<file path="src/rtl/core/mats_ram.sv">
// generic single write, single registered read port memory
module mats_ram #(
	parameter int unsigned WIDTH = 64,
	parameter int unsigned DEPTH = 32,
	parameter int unsigned AW    = (DEPTH > 1) ? $clog2(DEPTH) : 1
) (
	input  logic             clk,
	input  logic             we,
	input  logic [AW-1:0]    waddr,
	input  logic [WIDTH-1:0] wdata,
	input  logic [AW-1:0]    raddr,
	output logic [WIDTH-1:0] rdata
);

	logic [WIDTH-1:0] mem [DEPTH];

	always_ff @(posedge clk) begin
		if (we) begin
			mem[waddr] <= wdata;
		end
		rdata <= mem[raddr];
	end

endmodule

</file>
<file path="config.mk">
export PLATFORM = sky130hd
export DESIGN_NAME = mats_ram
export DESIGN_NICKNAME = d
export VERILOG_FILES = /design/src/rtl/core/mats_ram.sv
export SDC_FILE = /design/constraint.sdc
export NUM_CORES = 2
export LEC_CHECK = 0
export BUFFER_PORTS_ARGS = -buffer_cell sky130_fd_sc_hd__buf_4
export CAP_MARGIN = 15
export CORE_MARGIN = 2
export CORE_UTILIZATION = 40
export DETAILED_ROUTE_END_ITERATION = 12
export GPL_TIMING_DRIVEN = 0
export PLACE_DENSITY_LB_ADDON = 0.1
export SLEW_MARGIN = 30
export SYNTH_ARGS = -nofsm -noshare
export SYNTH_HDL_FRONTEND = slang
export SYNTH_SLANG_ARGS = --single-unit
</file>
<file path="constraint.sdc">
create_clock -name clk -period 11.7 [get_ports clk]
set_input_delay 0.585 -clock clk [delete_from_list [all_inputs] [get_ports clk]]
set_output_delay 0.585 -clock clk [all_outputs]
set_load 0.01 [all_outputs]
</file>
==> impl_metrics.yaml <==
hold_path:
  whs_path_depth: 1
  hp-start: "wdata[52]"
  hold_path_class: "primary input to flop"
timing:
  setup_viol: 0
  tightest_slew_ns: 1.039
  maxSlewHeadroom_pct: 30.74
  rsz0062_at_grt: "false"
  drv_slew: 0
  tns_ns: 0
  finalHoldViolations: 0
  fin_ws_ns: 8.820
  finalClockSkew_ns: 0.03045
  period_share_pct: 24.61
  fin_crit_ns: 2.880
  fmax_mhz: 347.2
power_and_ir_drop:
  clkPwrFrac_pct: 42.4
  p_comb_share_pct: 5.4
  vdd_drop_max_mv: 0.1338
  finalPower_mw: 16.16
  switching_share_pct: 21.08
  p_leak_nw: 30.29
  sequentialPowerShare_pct: 52.2
  net-switching-power_mw: 3.405
  pwr_density_cell_mw_per_mm2: 168.6
  p_int_mw: 12.75
synthesis:
  ys_types: 31
  synth_nets: 3173
  synth_area_leaders: "edfxtp_1 (78%), mux4_2 (17%), dfxtp_1 (1.6%)"
  syn_area_mm2: 0.07896
  yosys.area.top_type_share_pct: 77.88
  synth.avg_cell_area_um2: 25.50
  synth-seq-cells: 2112
  yosysSeqAreaShare_pct: 79.50
  yosysTopAreaCell: "edfxtp_1"
  ys_warn_count: 0
  netlist_instances: 3097
worst_setup_path:
  cp-endpoint: "rdata[6]"
  path_depth: 7
  critPathMaxStageDelay_ns: 0.75
  cp_max_fo: 10
  startpoint: "raddr[2]"
  worstSetupStartpointType: "primary input"
  reg2reg_to: "rdata[38]"
  critical_path_class: "primary input to flop"
  r2r_start: "mem[14][38]"
  path_delay_family: "buffers and inverters"
  crit_buf_inv: 4
  worstPathCellList: "clkbuf_1, buf_2, buf_2, clkbuf_1, mux2_2, o22ai_1, a221oi_1"
  cp.arrival_ns: 3.55
  cp.required_ns: 12.37
  reg2regPathDepth: 3
  end_kind: "flop"
  cp_slowest_cell: "clkbuf_1"
  ff2ff_setup_slack_ns: 9.84
global_routing:
  antenna_found_initial: 18
  grt_pass1_vias: 38037
  gr-total-overflow: 0
  grt_pass1_wl_um: 303500
  grt_max_degree: 33
  track_usage_pct: 22.33
detailed_routing:
  drc: 0
  vias_per_cell: 5.563
  vias: 36030
  ant_nets: 0
  routedWlPerCell_um: 34.25
  drt_iter0_drc: 3729
  first_pass_iters: 7
  finalWirelength_um: 221800
clock_tree:
  cts_tree: "yes"
  clockRootBuffer: "clkbuf_16"
  clk_pin_slew_ns: 0.07
  htree_levels: 4
  clock_latency_ns: 0.85
  post_cts_resized: 0
  cts_buffers: 215
  cts_max_path_buffers: 3
  postCtsSetupBuffers: 0
  clock_sinks: 2112
  postCtsHoldBufs: 0
placed_design:
  post-place-ws_ns: 7.876
  dpl.hpwl_um: 153000
  place.gp.congestion: 0.7300
  io_buffers: 135
  post-place-cells: 6070
status:
  status: "completed"
floorplan:
  die-width_um: 448.3
  io_pins: 140
  design.core.area_mm2: 0.1968
  start_util_pct: 40.12
  rows: 163
  die_h_um: 448.3
  fp.dieArea_mm2: 0.2010
final_layout:
  final_util_pct: 48.70
  layout-drive-gt1-share_pct: 38.08
  fin_nets: 3724
  syn_to_final_growth_pct: 21.37
  final_cells: 6477
flow_run:
  max_cap_violations: 0
## cell usage in the layout, fill, tap and decap left out, types with 10 or more instances in the layout
cell type     n
edfxtp_1   2048
mux4_2      602
clkbuf_16   217
buf_16      177
buf_4       150
clkbuf_1     83
mux2_2       74
buf_2        70
dfxtp_1      64
clkinv_1     46
mux2i_1      38
nor2_4       32
clkbuf_2     31
clkinv_2     28
bufinv_16    23
buf_1        14
a221oi_1     12
buf_8        11
o22ai_1      10
## worst register-to-register path, stage by stage, from the launching register on
cell and delay (ns):
edfxtp_1 0.40, mux4_2 0.47, mux4_2 0.50, mux2_2 0.34
## area by class of cell
cell class	instances	area, um^2
sequential	2112	62780
inverter	1	3.754
multi-input combinational	828	15680
timing repair buffer	334	6250
buffer	156	787.0
tap	2640	3303
clock inverter	117	1271
clock buffer	283	5748
fill	15600	101000
antenna	6	15.01
## worst min path at each step
stage	to	slack [ns]
finish	mem[2][52]	0.14
global route	mem[2][52]	0.10
CTS	mem[0][8]	0.05
detailed placement	rdata[34]	0.79
global placement	rdata[34]	0.79
floorplan	mem[0][0]	0.68
## registers in the layout (all words and copies together) (netlist names)
| register | cells |
|---|---|
| mem | 2048 |
| rdata | 64 |
## per-layer routing
metal	wire length (um)	GRT usage, %	share of wire, %
met1	85230	27.55	38
met2	119700	40.58	54
met3	10640	3.468	4.8
met4	6185	6.339	2.8
met5	44	0	0.020
## stage by stage
step                instance area (um^2)  hold WS [ns]
detailed placement                 88790        0.7865
finish                             95840        0.1372
floorplan                          78960        0.6839
CTS                                95810       0.05490
global placement                   83280        0.7939
global route                       95830        0.1025
## cell usage after synthesis (all sizes together)
cell	number
edfxtp	2048
mux4	602
buf	101
mux2	74
dfxtp	64
clkbuf	55
nor2	41
mux2i	38
a221oi	12
o22ai	10
o21ai	9
nand3b	5
and2	4
nor2b	4
a211oi	3
a22oi	3
nand2	3
o211ai	3
o221ai	3
o2bb2ai	3
o31a	3
nand2b	2
nand3	2
or3b	2
a22o	1
inv	1
or3	1
## cell families (layout without fill, tap and decap cells)
group	Yosys count	in the layout	synth area share (%)
simple gates	64	64	0.3787
mux	714	714	18.71
buf+inv	157	891	0.9444
other cells	0	6	0
flops	2112	2112	79.50
compound gates	50	50	0.4659
## power groups by stage
stage          logic, mW  clock network, mW  registers [mW]
2_1_floorplan      0.422                  0            8.61
3_3_place_gp       0.816                  0            8.61
3_5_place_dp       0.887                  0            8.60
4_1_cts            0.889               6.98            8.44
5_1_grt            0.920               7.26            8.45
6_report           0.867               6.85            8.44
No activity file was read; power rests on OpenSTA's default activity.
