## src/rtl/core/mats_pkg.sv

```systemverilog
// shared constants for the two-way time series merge block
package mats_pkg;

	localparam int unsigned DEPTH_DEF = 32;
	localparam int unsigned TIME_W    = 32;
	localparam int unsigned VALUE_W   = 32;
	localparam int unsigned POINT_W   = TIME_W + VALUE_W;
	localparam int unsigned PROD_W    = 65;
	localparam int unsigned QUOT_W    = 41;
	localparam int unsigned CMD_W     = 2;

	localparam logic [PROD_W-1:0] QUOT_MAX = PROD_W'(1) << 40;

	typedef enum logic [CMD_W-1:0] {
		CMD_LOAD_A = 2'd0,
		CMD_LOAD_B = 2'd1,
		CMD_RUN    = 2'd2,
		CMD_NOP    = 2'd3
	} cmd_t;

endpackage

```

## src/rtl/core/mats_div.sv

```systemverilog
// bit-serial restoring divider, one quotient bit per cycle
module mats_div (
	input  logic                              clk,
	input  logic                              arst_n,
	input  logic                              start,
	input  logic [mats_pkg::PROD_W-1:0]       dividend,
	input  logic [mats_pkg::TIME_W-1:0]       divisor,
	output logic                              done,
	output logic [mats_pkg::PROD_W-1:0]       quotient
);

	localparam int unsigned TW = mats_pkg::TIME_W;
	localparam int unsigned PW = mats_pkg::PROD_W;
	localparam int unsigned NW = $clog2(PW + 1);

	logic [NW-1:0] cnt_q;
	logic          busy_q;
	logic [PW-1:0] dvd_q;
	logic [TW-1:0] rem_q;
	logic [TW-1:0] dsr_q;
	logic [TW:0]   trial;
	logic          qbit;

	assign trial    = {rem_q, dvd_q[PW-1]};
	assign qbit     = trial >= {1'b0, dsr_q};
	assign quotient = dvd_q;

	always_ff @(posedge clk or negedge arst_n) begin
		if (!arst_n) begin
			busy_q <= 1'b0;
			cnt_q  <= '0;
			done   <= 1'b0;
		end else begin
			done <= 1'b0;
			if (start) begin
				busy_q <= 1'b1;
				cnt_q  <= NW'(PW);
			end else if (busy_q) begin
				cnt_q <= cnt_q - NW'(1);
				if (cnt_q == NW'(1)) begin
					busy_q <= 1'b0;
					done   <= 1'b1;
				end
			end
		end
	end

	always_ff @(posedge clk) begin
		if (start) begin
			dvd_q <= dividend;
			rem_q <= '0;
			dsr_q <= divisor;
		end else if (busy_q) begin
			dvd_q <= {dvd_q[PW-2:0], qbit};
			rem_q <= qbit ? TW'(trial - {1'b0, dsr_q}) : trial[TW-1:0];
		end
	end

endmodule

```

## config.mk

```make
export PLATFORM = sky130hd
export DESIGN_NAME = mats_div
export DESIGN_NICKNAME = d
export VERILOG_FILES = /design/src/rtl/core/mats_pkg.sv /design/src/rtl/core/mats_div.sv
export SDC_FILE = /design/constraint.sdc
export NUM_CORES = 1
export LEC_CHECK = 0
export ABC_AREA = 1
export BUFFER_PORTS_ARGS = -buffer_cell sky130_fd_sc_hd__buf_2
export CORE_MARGIN = 3
export CORE_UTILIZATION = 40
export CTS_CLUSTER_DIAMETER = 80
export DETAILED_ROUTE_END_ITERATION = 16
export GPL_TIMING_DRIVEN = 0
export SETUP_SLACK_MARGIN = 0.02
export SYNTH_ARGS = -nofsm -noshare
export SYNTH_HDL_FRONTEND = slang
export SYNTH_SLANG_ARGS = --single-unit
```

## constraint.sdc

```tcl
create_clock -name clk -period 2.85 [get_ports clk]
set_input_delay 0.7125 -clock clk [delete_from_list [all_inputs] [get_ports clk]]
set_output_delay 0.7125 -clock clk [all_outputs]
set_load 0.005 [all_outputs]
```

==> impl_metrics.py <==
metrics = {
    "clocking": {
        "cts_buffer_depth": 2,
        "clock-root-buffer": "clkbuf_16",
        "cts_tree": "yes",
        "clk_pin_slew_worst_paths_ps": 70,
        "clk_latency_ps": 430,
        "clock_sinks": 138,
        "hold_buffers": 0,
        "cts.htree.levels": 4,
        "postCtsSetupBuffers": 0,
        "cts_buffers": 17,
    },
    "synth": {
        "netlist_instances": 1132,
        "synthArstFlopShare_pct": 6.52,
        "synth_top_area_cell": "edfxtp_1",
        "ys_ff_latch": 138,
        "yosys-top-cells-area": "edfxtp_1 35%, nand2_1 22%, inv_1 8.4%, dfxtp_1 7.7%, nand3_1 6.1%",
        "ys.flop_type": "edfxtp_1",
        "yosys_warnings": 0,
        "yosysUniqueCellTypes": 36,
        "netlist_area_um2": 8320,
        "synth_edf_count": 97,
        "synthesis.area_per_instance_um2": 7.35,
        "yosys.area.top_type_share_pct": 35.0,
        "seq_area_frac_synth_pct": 45.4,
        "synth.net_count": 1267,
    },
    "global_routing": {
        "grt_pass1_wl_um": 36900,
        "grt_max_degree": 67,
        "antenna_found_initial": 4,
        "grt_use_total_pct": 20.9,
        "grt_pass1_vias": 7304,
        "grt_overflow": 0,
    },
    "die": {
        "die_x_um": 150,
        "dieArea_um2": 22600,
        "rows": 52,
        "core_um2": 20400,
        "pin_count": 166,
        "initial_utilization_pct": 40.9,
        "fp.dieH_um": 150,
    },
    "worst_hold_path": {
        "hold_path.class": "primary input to asynchronous set/reset pin",
    },
    "layout": {
        "final_cell_mix": "477 x nand2_1, 187 x inv_1, 170 x buf_2",
        "final_cell_area_um2": 10100,
        "layout_commonest_cell": "nand2_1",
        "stdcell_count": 1600,
        "num_antenna_cells": 0,
        "fillers": 2048,
        "drive_above_1_share_pct": 18.3,
        "finalNetCount": 1452,
        "area_growth_pct": 21.6,
    },
    "worst_setup_path": {
        "crit_fanout": 66,
        "path_class": "primary input to flip-flop",
        "reg2regPathDepth": 4,
        "cp-start-kind": "primary input",
        "end_kind": "flip-flop",
        "reg2reg_setup_slack_ps": 400,
        "r2r_start": "busy_q",
        "critPathArrivalTime_ps": 2790,
        "reg2reg_to": "quotient[0]",
        "required_ps": 2980,
    },
    "power_and_ir_drop": {
        "irDropWorstVdd_v": 0.000408,
        "p_int_w": 0.00532,
        "p_comb_share_pct": 43.9,
        "power_w": 0.00906,
        "power_density_nw_per_um2": 896,
        "p_clk_share_pct": 25.2,
        "switching_share_pct": 41.3,
        "power_switching_w": 0.00374,
        "power_leakage_nw": 5.52,
        "p_seq_share_pct": 30.9,
    },
    "timing": {
        "fmax_mhz": 376,
        "hold_slack_ps": 132,
        "finalWorstPathRequiredPeriod_ps": 2660,
        "rsz0062_at_grt": "false",
        "skew_ps": 16.0,
        "tightest_slew_ps": 887,
        "hold_viol": 0,
        "slew_headroom_pct": 40.7,
        "fin_crit_sh_pct": 93.2,
        "setup_violations": 0,
        "finalMaxSlewViolations": 0,
    },
    "route": {
        "viasPerCell": 4.65,
        "routed_wirelength_um": 22700,
        "wl_met1_um": 10200,
        "drtIter0Drc": 363,
        "ant_nets": 0,
        "wl_per_cell_um": 14.2,
        "top_layer": "met5",
        "vias": 7437,
        "drc_errors": 0,
        "first_pass_iters": 5,
        "routed-wl-met2_um": 10300,
        "wl_met3_um": 1690,
    },
    "placed_design": {
        "dpl-instance-area_um2": 9520,
        "port_buffers": 165,
        "hpwl_um": 17700,
        "globalplace.congestion": 0.929,
        "post-place-cells": 1568,
    },
    "run": {
        "drv_cap": 0,
    },
    "run_status": {
        "outcome": "finished clean",
    },
}
==> power by group through the flow <==
| stage | Sequential, W | Clock [W] | Combinational [W] |
|---|---|---|---|
| finish | 0.00280 | 0.00228 | 0.00398 |
| global route | 0.00285 | 0.00242 | 0.00456 |
| CTS | 0.00280 | 0.00233 | 0.00401 |
| detailed placement | 0.00283 | 0 | 0.00399 |
| global placement | 0.00283 | 0 | 0.00395 |
| floorplan | 0.00280 | 0 | 0.00292 |
==> synth_stat cells, types with 2 or more instances <==
| library cell | number |
|---|---|
| xor2_1 | 4 |
| nor3_1 | 2 |
| or2_2 | 2 |
| a21oi_1 | 24 |
| o21ai_1 | 14 |
| dfrtp_1 | 9 |
| inv_1 | 187 |
| nor2_2 | 5 |
| and2_1 | 2 |
| nand2_2 | 9 |
| xnor2_1 | 10 |
| nand3b_1 | 9 |
| buf_4 | 2 |
| nand3_2 | 3 |
| nand2_1 | 477 |
| clkbuf_1 | 16 |
| nor2_1 | 44 |
| inv_2 | 6 |
| o21ai_0 | 8 |
| ha_1 | 34 |
| o21bai_1 | 4 |
| edfxtp_1 | 97 |
| nand4_1 | 8 |
| clkinv_1 | 3 |
| buf_6 | 4 |
| dfxtp_1 | 32 |
| buf_2 | 6 |
| nor2_4 | 3 |
| nand3_1 | 101 |
==> registers in the layout, summed over array words and instances, names as in the netlist <==
signal    cells
rem_q        32
cnt_q         7
busy_q        1
quotient     65
dsr_q        32
done          1
==> logic make-up after synthesis <==
| family | count (synthesis) | synth area share, % |
|---|---|---|
| xor+xnor | 14 | 1.47 |
| compound gates | 53 | 3.38 |
| flops | 138 | 45.4 |
| simple gates | 668 | 33.7 |
| buf+inv | 224 | 10.6 |
| fa+ha+maj | 35 | 5.35 |
==> worst max-delay path by stage <==
stage	cells past startpoint	slack, ps	from	end
3_3_place_gp	4	-1380	start	quotient[7]
3_5_place_dp	5	-550	start	quotient[13]
5_1_grt	5	130	start	quotient[0]
6_report	5	190	start	quotient[0]
2_1_floorplan	3	380	start	quotient[0]
4_1_cts	5	230	start	quotient[62]
==> timing repair <==
| action | CTS | global route |
|---|---|---|
| setup endpoints to repair | 60 | 0 |
| endpoints found under the hold margin | 0 | 0 |
| gates resized for setup | 1 | 0 |
==> layer usage <==
layer,vias up,global-route usage [%]
li1,3896,-
met1,3297,27.0
met2,205,33.5
met3,31,6.29
met4,8,7.14
met5,-,0
==> stage by stage <==
step | util (%) | worst slack, ps | setup TNS (ps)
after floorplan | - | 384 | 0
after global placement | 46.6 | -1380 | -99810
after detailed placement | 46.7 | -549 | -36040
after CTS | 49.7 | 232 | 0
after global routing | 49.7 | 127 | 0
final | 49.7 | 193 | 0
==> layout make-up <==
class	count	area (µm²)	area share (%)
flip-flops and latches	138	3780	37.3
inverters	196	736	7.27
clock buffers	17	425	4.20
clock inverters	15	174	1.72
plain buffers	28	154	1.52
well taps	270	338	3.34
repair buffers	166	856	8.46
multi-input cells	770	3660	36.1
==> critical path: stages <==
cell and delay (ps):
buf_4 270, nor2_1 740, inv_1 420, clkbuf_4 330
buf_16 240
No activity file was read; power rests on OpenSTA's default activity.
